<file path="src/rtl/core/jackknife_bin_means_core_assert.svh">
// Assertion macros shared by the RTL of the jackknife bin-means core.
`ifndef JACKKNIFE_BIN_MEANS_CORE_ASSERT_SVH
`define JACKKNIFE_BIN_MEANS_CORE_ASSERT_SVH

// Same-cycle implication, checked on every rising edge outside reset.
`define JBM_ASSERT_IMPL(lbl, clk_s, rstn_s, ante, cons) \
	lbl: assert property (@(posedge clk_s) disable iff (!rstn_s) (ante) |-> (cons)) \
		else $error("jackknife_bin_means_core: same-cycle check failed");

// Next-cycle implication, checked on every rising edge outside reset.
`define JBM_ASSERT_NEXT(lbl, clk_s, rstn_s, ante, cons) \
	lbl: assert property (@(posedge clk_s) disable iff (!rstn_s) (ante) |=> (cons)) \
		else $error("jackknife_bin_means_core: next-cycle check failed");

`endif

</file>
<file path="src/rtl/core/jbm_pkg.sv">
package jbm_pkg;

	// Configuration port.
	localparam int CFG_IDX_W  = 8;
	localparam int CFG_DATA_W = 16;

	localparam logic [CFG_IDX_W-1:0] REG_SAMPLE_COUNT = 8'd0;
	localparam logic [CFG_IDX_W-1:0] REG_BIN_SIZE     = 8'd1;

	localparam logic [15:0] SAMPLE_COUNT_RST = 16'd1024;
	localparam logic [15:0] BIN_SIZE_RST     = 16'd16;

	// Result status codes.
	localparam logic [1:0] ST_OK       = 2'd0;
	localparam logic [1:0] ST_BAD_BINS = 2'd1;
	localparam logic [1:0] ST_ZERO_DIV = 2'd2;

	// Field widths fixed by the stream format.
	localparam int SAMPLE_W = 32;
	localparam int BIN_W    = 6;
	localparam int MEAN_W   = 32;

	localparam logic [MEAN_W-1:0] MEAN_MAX = 32'h7FFF_FFFF;
	localparam logic [MEAN_W-1:0] MEAN_MIN = 32'h8000_0000;

	// Divisor width of the shared divider.
	localparam int DIV_W = 16;

	typedef struct packed {
		logic busy;
		logic done;
	} div_stat_t;

endpackage

</file>
<file path="src/rtl/core/jbm_div.sv">
// Restoring divider, one quotient bit per clock. The quotient and remainder
// stay in their registers until the next start.
module jbm_div #(
	parameter int DVD_W = 48
) (
	input  logic                         clk,
	input  logic                         arst_n,
	input  logic                         start,
	input  logic [DVD_W-1:0]             dividend,
	input  logic [jbm_pkg::DIV_W-1:0]    divisor,
	output logic [DVD_W-1:0]             quot,
	output logic [jbm_pkg::DIV_W-1:0]    rem,
	output jbm_pkg::div_stat_t           stat
);

	localparam int CNT_W = $clog2(DVD_W + 1);

	logic [DVD_W-1:0]          quo_q;
	logic [jbm_pkg::DIV_W-1:0] rem_q;
	logic [jbm_pkg::DIV_W-1:0] dvs_q;
	logic [CNT_W-1:0]          cnt_q;
	logic                      busy_q;
	logic                      done_q;

	logic [jbm_pkg::DIV_W:0]   trial;
	logic                      ge;
	logic [jbm_pkg::DIV_W-1:0] rem_nxt;

	always_comb begin
		trial   = {rem_q, quo_q[DVD_W-1]};
		ge      = (trial >= {1'b0, dvs_q});
		rem_nxt = ge ? jbm_pkg::DIV_W'(trial - {1'b0, dvs_q}) : trial[jbm_pkg::DIV_W-1:0];
	end

	always_ff @(posedge clk or negedge arst_n) begin
		if (!arst_n) begin
			busy_q <= 1'b0;
			done_q <= 1'b0;
			cnt_q  <= '0;
		end else begin
			done_q <= 1'b0;
			if (start) begin
				busy_q <= 1'b1;
				cnt_q  <= CNT_W'(DVD_W);
			end else if (busy_q) begin
				cnt_q <= cnt_q - 1'b1;
				if (cnt_q == CNT_W'(1)) begin
					busy_q <= 1'b0;
					done_q <= 1'b1;
				end
			end
		end
	end

	always_ff @(posedge clk) begin
		if (start) begin
			quo_q <= dividend;
			rem_q <= '0;
			dvs_q <= divisor;
		end else if (busy_q) begin
			quo_q <= {quo_q[DVD_W-2:0], ge};
			rem_q <= rem_nxt;
		end
	end

	assign quot      = quo_q;
	assign rem       = rem_q;
	assign stat.busy = busy_q;
	assign stat.done = done_q;

endmodule

</file>
<file path="src/rtl/core/jackknife_bin_means_core.sv">
// Delete-one-bin jackknife means over a series of signed Q16.16 samples. The
// core reads the sample count and the nominal bin length registers at the first
// sample of each series, splits the series into sample_count / bin length bins
// (the remainder is dealt out one sample per bin from bin 0 on, wrapping
// around), keeps a running total and one sum per bin, and after the last
// sample emits one beat per bin carrying the mean of all samples outside that
// bin, rounded to nearest with ties away from zero and saturated to the Q16.16
// range. A zero bin length, or a bin count of zero or above MAX_BINS, yields
// a single beat with status 1, a single bin spanning the whole series a
// single beat with status 2; in both cases the series still consumes
// sample_count samples. Rate: samples are taken one per clock, except the
// first sample of a series, which waits while the shared restoring divider
// works out the bin count and remainder split over ACC_W-bit dividends (ACC_W
// is 48 at the default SAMPLE_WIDTH). At the end of a series the same divider
// produces one mean per bin, one quotient bit per clock, as long as the output
// register is free to take it, and the input is held off until the last result
// has been handed to the output register. A result waiting in that register
// does not stop the core from taking the next series. Configuration writes are
// taken at any time and apply from the next series on.
`include "jackknife_bin_means_core_assert.svh"

module jackknife_bin_means_core #(
	parameter int MAX_BINS     = 64,
	parameter int SAMPLE_WIDTH = 32
) (
	input  logic                            clk,
	input  logic                            arst_n,

	// Configuration write channel.
	input  logic                            cfg_valid,
	output logic                            cfg_ready,
	input  logic [jbm_pkg::CFG_IDX_W-1:0]   cfg_index,
	input  logic [jbm_pkg::CFG_DATA_W-1:0]  cfg_data,

	// Sample stream. tdata: sample[31:0].
	input  logic                            s_tvalid,
	output logic                            s_tready,
	input  logic [jbm_pkg::SAMPLE_W-1:0]    s_tdata,

	// Result stream. tdata: bin_index[5:0], jk_mean[37:6], status[39:38].
	// tlast marks the final result of a series.
	output logic                            m_tvalid,
	input  logic                            m_tready,
	output logic [39:0]                     m_tdata,
	output logic                            m_tlast
);

	// Sums carry 16 bits of headroom over the sample, and never fewer than 48
	// bits so that the saturation check always has bit 31 and above to look at.
	localparam int ACC_W = (SAMPLE_WIDTH + 16 > 48) ? SAMPLE_WIDTH + 16 : 48;
	localparam int CB_W  = $clog2(MAX_BINS + 1);
	localparam int IDX_W = (MAX_BINS > 1) ? $clog2(MAX_BINS) : 1;

	typedef enum logic [3:0] {
		S_IDLE,
		S_GEO0,
		S_GEO1,
		S_GEO2,
		S_FIRST,
		S_OBIN,
		S_ORD,
		S_ONEG,
		S_ODIV,
		S_OSAT,
		S_LOAD
	} state_t;

	state_t state_q;

	// Configuration registers.
	logic [15:0] cfg_count_q;
	logic [15:0] cfg_bsize_q;

	// Geometry latched for the running series.
	logic [15:0] cnt_q;
	logic [15:0] base_q;
	logic [15:0] nb_q;
	logic [15:0] xq_q;
	logic [15:0] xr_q;
	logic [1:0]  geo_status_q;

	// Accumulation state.
	logic [ACC_W-1:0] total_q;
	logic [ACC_W-1:0] bin_acc_q;
	logic [15:0]      seen_q;
	logic [CB_W-1:0]  cur_bin_q;
	logic [16:0]      left_q;
	logic [jbm_pkg::SAMPLE_W-1:0] sample_q;

	// Finished bin sums, written once per bin as the bin closes.
	logic [ACC_W-1:0] bin_mem_q [MAX_BINS];
	logic [ACC_W-1:0] rd_data_q;

	// Result computation.
	logic [CB_W-1:0]   obin_q;
	logic [ACC_W-1:0]  num_q;
	logic [15:0]       d_q;
	logic              neg_q;
	logic [ACC_W:0]    qr_q;
	logic [jbm_pkg::MEAN_W-1:0] res_mean_q;
	logic [1:0]        res_status_q;
	logic              res_last_q;

	// Output register.
	logic                       m_tvalid_q;
	logic [jbm_pkg::BIN_W-1:0]  out_bin_q;
	logic [jbm_pkg::MEAN_W-1:0] out_mean_q;
	logic [1:0]                 out_status_q;
	logic                       out_last_q;

	// Shared divider.
	logic                       div_start;
	logic [ACC_W-1:0]           div_dividend;
	logic [jbm_pkg::DIV_W-1:0]  div_divisor;
	logic [ACC_W-1:0]           div_quot;
	logic [jbm_pkg::DIV_W-1:0]  div_rem;
	jbm_pkg::div_stat_t         div_stat;

	// Combinational helpers.
	logic [jbm_pkg::SAMPLE_W-1:0] smp_raw;
	logic [ACC_W-1:0]  smp_ext;
	logic              step_en;
	logic              bin_open;
	logic [ACC_W-1:0]  acc_sum;
	logic [16:0]       left_dec;
	logic              bin_close;
	logic [CB_W-1:0]   cur_inc;
	logic [16:0]       seen_inc;
	logic              series_end;
	logic              mem_re;
	logic              load_ok;
	logic              obin_last;
	logic              geo_nb_ok;
	logic [ACC_W-1:0]  mag;
	logic              round_up;
	logic              sat_hi;
	logic [jbm_pkg::MEAN_W-1:0] sat_mean;

	// Samples in bin idx: base plus the even share of the remainder, plus one
	// for the bins that pick up the leftover.
	function automatic logic [16:0] bin_span_of(input logic [CB_W-1:0] idx,
			input logic [15:0] b, input logic [15:0] xq, input logic [15:0] xr);
		logic ext;
		ext = (16'(idx) < xr);
		return {1'b0, b} + {1'b0, xq} + 17'(ext);
	endfunction

	assign cfg_ready = 1'b1;
	assign s_tready  = (state_q == S_IDLE);
	assign m_tvalid  = m_tvalid_q;
	assign m_tdata   = {out_status_q, out_mean_q, out_bin_q};
	assign m_tlast   = out_last_q;

	// The first sample of a series waits in sample_q while the geometry is
	// worked out; every later sample is folded in on the cycle it arrives.
	assign smp_raw = (state_q == S_FIRST) ? sample_q : s_tdata;

	generate
		if (SAMPLE_WIDTH <= jbm_pkg::SAMPLE_W) begin : g_sext
			assign smp_ext = ACC_W'($signed(smp_raw[SAMPLE_WIDTH-1:0]));
		end else begin : g_zext
			assign smp_ext = ACC_W'(smp_raw);
		end
	endgenerate

	always_comb begin
		step_en    = (state_q == S_FIRST) ||
		             (s_tvalid && (state_q == S_IDLE) && (seen_q != '0));
		bin_open   = (geo_status_q == jbm_pkg::ST_OK) && (16'(cur_bin_q) < nb_q);
		acc_sum    = bin_acc_q + smp_ext;
		left_dec   = (left_q != '0) ? left_q - 17'd1 : left_q;
		bin_close  = bin_open && (left_dec == '0);
		cur_inc    = cur_bin_q + CB_W'(1);
		seen_inc   = {1'b0, seen_q} + 17'd1;
		series_end = (seen_inc >= {1'b0, cnt_q});
		mem_re     = (state_q == S_OBIN) && (geo_status_q == jbm_pkg::ST_OK);
		load_ok    = !m_tvalid_q || m_tready;
		obin_last  = ((16'(obin_q) + 16'd1) == nb_q);
		geo_nb_ok  = (div_quot[15:0] != '0) && (div_quot[15:0] <= 16'(MAX_BINS));
		mag        = num_q[ACC_W-1] ? ('0 - num_q) : num_q;
		round_up   = ({div_rem, 1'b0} >= {1'b0, d_q});
		sat_hi     = |qr_q[ACC_W:31];
		if (neg_q) begin
			sat_mean = sat_hi ? jbm_pkg::MEAN_MIN : (32'd0 - qr_q[31:0]);
		end else begin
			sat_mean = sat_hi ? jbm_pkg::MEAN_MAX : qr_q[31:0];
		end
	end

	// Divider operand selection: bin count, then remainder split, then one
	// mean per bin.
	always_comb begin
		div_start    = 1'b0;
		div_dividend = ACC_W'(cnt_q);
		div_divisor  = base_q;
		case (state_q)
			S_GEO0: begin
				div_start = (base_q != '0);
			end
			S_GEO1: begin
				div_start    = div_stat.done && geo_nb_ok;
				div_dividend = ACC_W'(div_rem);
				div_divisor  = div_quot[15:0];
			end
			S_ONEG: begin
				div_start    = (d_q != '0);
				div_dividend = mag;
				div_divisor  = d_q;
			end
			default: begin
				div_start = 1'b0;
			end
		endcase
	end

	jbm_div #(
		.DVD_W (ACC_W)
	) u_div (
		.clk      (clk),
		.arst_n   (arst_n),
		.start    (div_start),
		.dividend (div_dividend),
		.divisor  (div_divisor),
		.quot     (div_quot),
		.rem      (div_rem),
		.stat     (div_stat)
	);

	always_ff @(posedge clk) begin
		if (step_en && bin_close) begin
			bin_mem_q[cur_bin_q[IDX_W-1:0]] <= acc_sum;
		end
		if (mem_re) begin
			rd_data_q <= bin_mem_q[obin_q[IDX_W-1:0]];
		end
	end

	always_ff @(posedge clk or negedge arst_n) begin
		if (!arst_n) begin
			state_q      <= S_IDLE;
			cfg_count_q  <= jbm_pkg::SAMPLE_COUNT_RST;
			cfg_bsize_q  <= jbm_pkg::BIN_SIZE_RST;
			cnt_q        <= '0;
			base_q       <= '0;
			nb_q         <= '0;
			xq_q         <= '0;
			xr_q         <= '0;
			geo_status_q <= jbm_pkg::ST_OK;
			total_q      <= '0;
			bin_acc_q    <= '0;
			seen_q       <= '0;
			cur_bin_q    <= '0;
			left_q       <= '0;
			obin_q       <= '0;
			m_tvalid_q   <= 1'b0;
			res_last_q   <= 1'b0;
		end else begin
			if (cfg_valid) begin
				case (cfg_index)
					jbm_pkg::REG_SAMPLE_COUNT: cfg_count_q <= cfg_data;
					jbm_pkg::REG_BIN_SIZE:     cfg_bsize_q <= cfg_data;
					default: begin
					end
				endcase
			end

			// In S_LOAD the output register is refilled below instead.
			if (m_tvalid_q && m_tready && (state_q != S_LOAD)) begin
				m_tvalid_q <= 1'b0;
			end

			case (state_q)
				S_IDLE: begin
					// A new series: latch the configuration and clear the sums.
					if (s_tvalid && (seen_q == '0)) begin
						cnt_q     <= cfg_count_q;
						base_q    <= cfg_bsize_q;
						sample_q  <= s_tdata;
						total_q   <= '0;
						bin_acc_q <= '0;
						cur_bin_q <= '0;
						state_q   <= S_GEO0;
					end
				end
				S_GEO0: begin
					if (base_q == '0) begin
						nb_q         <= '0;
						xq_q         <= '0;
						xr_q         <= '0;
						geo_status_q <= jbm_pkg::ST_BAD_BINS;
						left_q       <= '0;
						state_q      <= S_FIRST;
					end else begin
						state_q <= S_GEO1;
					end
				end
				S_GEO1: begin
					if (div_stat.done) begin
						nb_q <= div_quot[15:0];
						if (geo_nb_ok) begin
							state_q <= S_GEO2;
						end else begin
							xq_q         <= '0;
							xr_q         <= '0;
							geo_status_q <= jbm_pkg::ST_BAD_BINS;
							left_q       <= '0;
							state_q      <= S_FIRST;
						end
					end
				end
				S_GEO2: begin
					if (div_stat.done) begin
						xq_q <= div_quot[15:0];
						xr_q <= div_rem;
						if (nb_q == 16'd1) begin
							geo_status_q <= jbm_pkg::ST_ZERO_DIV;
							left_q       <= '0;
						end else begin
							geo_status_q <= jbm_pkg::ST_OK;
							left_q       <= {1'b0, base_q} + {1'b0, div_quot[15:0]} +
							                17'(div_rem != '0);
						end
						state_q <= S_FIRST;
					end
				end
				S_FIRST: begin
					// The step below moves on from here.
				end
				S_OBIN: begin
					if (geo_status_q != jbm_pkg::ST_OK) begin
						res_mean_q   <= '0;
						res_status_q <= geo_status_q;
						res_last_q   <= 1'b1;
						state_q      <= S_LOAD;
					end else begin
						state_q <= S_ORD;
					end
				end
				S_ORD: begin
					num_q      <= total_q - rd_data_q;
					d_q        <= 16'({1'b0, cnt_q} -
					                  bin_span_of(obin_q, base_q, xq_q, xr_q));
					res_last_q <= obin_last;
					state_q    <= S_ONEG;
				end
				S_ONEG: begin
					neg_q <= num_q[ACC_W-1];
					if (d_q == '0) begin
						res_mean_q   <= '0;
						res_status_q <= jbm_pkg::ST_ZERO_DIV;
						state_q      <= S_LOAD;
					end else begin
						state_q <= S_ODIV;
					end
				end
				S_ODIV: begin
					if (div_stat.done) begin
						qr_q    <= {1'b0, div_quot} + (ACC_W + 1)'(round_up);
						state_q <= S_OSAT;
					end
				end
				S_OSAT: begin
					res_mean_q   <= sat_mean;
					res_status_q <= jbm_pkg::ST_OK;
					state_q      <= S_LOAD;
				end
				S_LOAD: begin
					if (load_ok) begin
						m_tvalid_q   <= 1'b1;
						out_bin_q    <= jbm_pkg::BIN_W'(obin_q);
						out_mean_q   <= res_mean_q;
						out_status_q <= res_status_q;
						out_last_q   <= res_last_q;
						if (res_last_q) begin
							state_q <= S_IDLE;
						end else begin
							obin_q  <= obin_q + CB_W'(1);
							state_q <= S_OBIN;
						end
					end
				end
				default: begin
					state_q <= S_IDLE;
				end
			endcase

			// One sample folded into the total and the open bin.
			if (step_en) begin
				total_q <= total_q + smp_ext;
				if (bin_open) begin
					if (left_dec == '0) begin
						cur_bin_q <= cur_inc;
						bin_acc_q <= '0;
						if (16'(cur_inc) < nb_q) begin
							left_q <= bin_span_of(cur_inc, base_q, xq_q, xr_q);
						end else begin
							left_q <= left_dec;
						end
					end else begin
						left_q    <= left_dec;
						bin_acc_q <= acc_sum;
					end
				end
				if (series_end) begin
					seen_q  <= '0;
					obin_q  <= '0;
					state_q <= S_OBIN;
				end else begin
					seen_q  <= seen_inc[15:0];
					state_q <= S_IDLE;
				end
			end
		end
	end

	`JBM_ASSERT_IMPL(a_div_not_restarted, clk, arst_n, div_start, !div_stat.busy)
	`JBM_ASSERT_IMPL(a_bin_in_range, clk, arst_n,
		(state_q == S_IDLE) && (geo_status_q == jbm_pkg::ST_OK), 16'(cur_bin_q) <= nb_q)
	`JBM_ASSERT_IMPL(a_open_bin_has_room, clk, arst_n,
		(state_q == S_IDLE) && bin_open, left_q != '0)
	`JBM_ASSERT_NEXT(a_last_beat_ends_series, clk, arst_n,
		(state_q == S_LOAD) && load_ok && res_last_q,
		(state_q == S_IDLE) && m_tvalid_q && m_tlast && (seen_q == '0))

endmodule
</file>
<file path="config.mk">
export PLATFORM = sky130hd
export DESIGN_NAME = jackknife_bin_means_core
export DESIGN_NICKNAME = d
export VERILOG_FILES = /design/src/rtl/core/jbm_pkg.sv /design/src/rtl/core/jbm_div.sv /design/src/rtl/core/jackknife_bin_means_core.sv
export VERILOG_INCLUDE_DIRS = /design/src /design/src/rtl/core
export SDC_FILE = /design/constraint.sdc
export NUM_CORES = 2
export LEC_CHECK = 0
export BUFFER_PORTS_ARGS = -buffer_cell sky130_fd_sc_hd__buf_2
export CORE_ASPECT_RATIO = 2
export CORE_MARGIN = 10
export CORE_UTILIZATION = 68
export DETAILED_ROUTE_END_ITERATION = 10
export PLACE_DENSITY = 0.85
export SETUP_SLACK_MARGIN = 0.15
export SLEW_MARGIN = 20
export SYNTH_ARGS = -nofsm -noshare
export SYNTH_HDL_FRONTEND = slang
export SYNTH_HIERARCHICAL = 1
export SYNTH_SLANG_ARGS = --single-unit
</file>
<file path="constraint.sdc">
create_clock -name clk -period 20.3 [get_ports clk]
set_input_delay 3.045 -clock clk [delete_from_list [all_inputs] [get_ports clk]]
set_output_delay 3.045 -clock clk [all_outputs]
set_load 0.05 [all_outputs]
</file>
==> metrics.cfg <==
[outcome]
status=complete, no violations

[grt]
grt-ovfl-total=0
antenna_found_initial=48
grt_pass1_wl_um=699000
globalRouteTotalUtil_pct=39.9
grt_pass1_vias=91500
grt_max_degree=173

[drt]
route.detailed.drc=0
vias=90400
route.detailed.wl_per_inst_um=41.8
vias_per_cell=7.65
first_pass_iters=8
drtIter0Drc=13900
routed_wl_um=494000
ant_nets=0

[cells_and_area]
area_delta_synth_final_pct=10.3
stdcell_count=11800
finish.utilization_pct=75.3
final_cell_area_um2=172000
nets=8921
drive_gt1_share_pct=24.1

[timing]
hold_violations=0
finalSetupTns_ns=0
max_slew_margin_pct=7.24
max_freq_mhz=116
timing.final.max_slew_violations=0
tightest_slew_ns=1.39
clock_skew_ns=0.0687
grt_setup_unrepaired=no
fin_ws_ns=11.66
fin_crit_sh_pct=42.6
setup_viol_count_final=0
holdWs_ns=0.419
fin_crit_ns=8.64

[clocking]
cts-root-buf=clkbuf_16
clkTransAtPathRegs_ns=0.07
clock-sinks=3692
postCtsResizedCells=0
cts_inserted_buffers=311
clock_latency_ns=0.93
cts_tree=yes
postCtsSetupBuffers=0
postCtsHoldBufs=0
cts_htree_levels=5
cts_buffer_depth=4

[worst_setup_path]
reg2reg_slack_ns=12.51
cp_max_fo=50
critPathLaunchType=input pin
r2r-start=state_q[0]
rr_worst_depth=19
startpoint=s_tvalid
crit_arrival_ns=9.17
endpoint=bin_mem_q[50][29]
crit_type=in2reg
regToRegEndpoint=bin_mem_q[17][47]
crit_path_end_kind=register
cp.required_ns=20.83

[placed_design]
gp_congestion=0.986
dp_slack_ns=11.17
dpl_cell_area_um2=161000
place_inst=11200
place_hpwl_um=274000
port_buffers=103

[power]
pwr_density_cell_nw_per_um2=134
p_leak_nw=56.7
peakVddDrop_mv=0.138
power_mw=23.0

[floorplanning]
start_util_pct=68.3
fp.dieH_um=697
num_rows=248
core_area_um2=228000
die_area_um2=250000
ios=105
die_x_um=358

[yosys]
syn_inst=8348
syn-num-nets=8702
synth_area_per_cell_um2=18.6
syn_area_um2=156000
ys_warn_count=6

[run]
maxCapViolations=0

[min_path]
hp-class=reg2reg

## cell usage in the layout, fill, tap and decap left out, types with 145 or more instances in the layout
cell	instances
edfxtp_1	3405
mux4_2	1008
inv_1	234
nor2_1	290
nand2_1	306
o21ai_0	242
buf_4	178
xnor2_1	165
mux2_2	145
dfrtp_1	263
clkbuf_16	322
a21oi_1	207
ha_1	284
## power breakdown
part           leakage, nW  switching [mW]  internal [mW]
Combinational         17.1            4.35           2.77
Sequential            34.5           0.333           9.00
Clock                 5.06            3.02           3.50
## routing by layer
layer | global-route usage [%] | vias up | part of all wire [%]
met3 | 8.59 | 2281 | 11
met4 | 29.0 | 52 | 9.8
met1 | 44.8 | 45700 | 29
met5 | 0 | - | 0.067
met2 | 67.1 | 8192 | 51
li1 | - | 34200 | -
## flip-flops by register name, summed over array words and instances, names as in the netlist, 16 cells and up
name         cells
xr_q            16
u_div/rem       16
qr_q            49
left_q          17
out_mean_q      32
total_q         48
bin_acc_q       48
u_div/quot      48
base_q          16
bin_mem_q     3072
u_div/dvs_q     16
rd_data_q       48
nb_q            16
xq_q            16
cfg_bsize_q     16
d_q             16
seen_q          16
num_q           48
sample_q        32
cnt_q           16
cfg_count_q     16
res_mean_q      32
## critical path, stage by stage
cell     delay [ns]
buf_2          0.12
nor2_1         0.04
or3_2          0.42
buf_4          0.31
nor2_2         0.79
o211a_1        0.26
buf_4          0.34
nand4_1        0.91
nor2_1         0.64
nand3_1        0.76
nor2_4         0.77
buf_4          0.63
## area by class of cell
class | count | area [um2]
fill | 11300 | 56300
multi-input combinational | 4026 | 45100
clock buffer | 368 | 8280
inverter | 236 | 887
tap | 3000 | 3750
antenna | 15 | 37.5
clock inverter | 187 | 2160
timing repair buffer | 300 | 2190
sequential | 3692 | 109000
## worst min-delay path by stage
stage                    from             end  depth (start not counted)
3_3_place_gp    res_mean_q[5]   out_mean_q[5]                          0
5_1_grt         res_mean_q[9]   out_mean_q[9]                          0
6_report        res_mean_q[3]   out_mean_q[3]                          0
4_1_cts        res_mean_q[12]  out_mean_q[12]                          0
3_5_place_dp   res_mean_q[12]  out_mean_q[12]                          0
2_1_floorplan   res_mean_q[0]   out_mean_q[0]                          0
No activity file was read; power rests on OpenSTA's default activity.
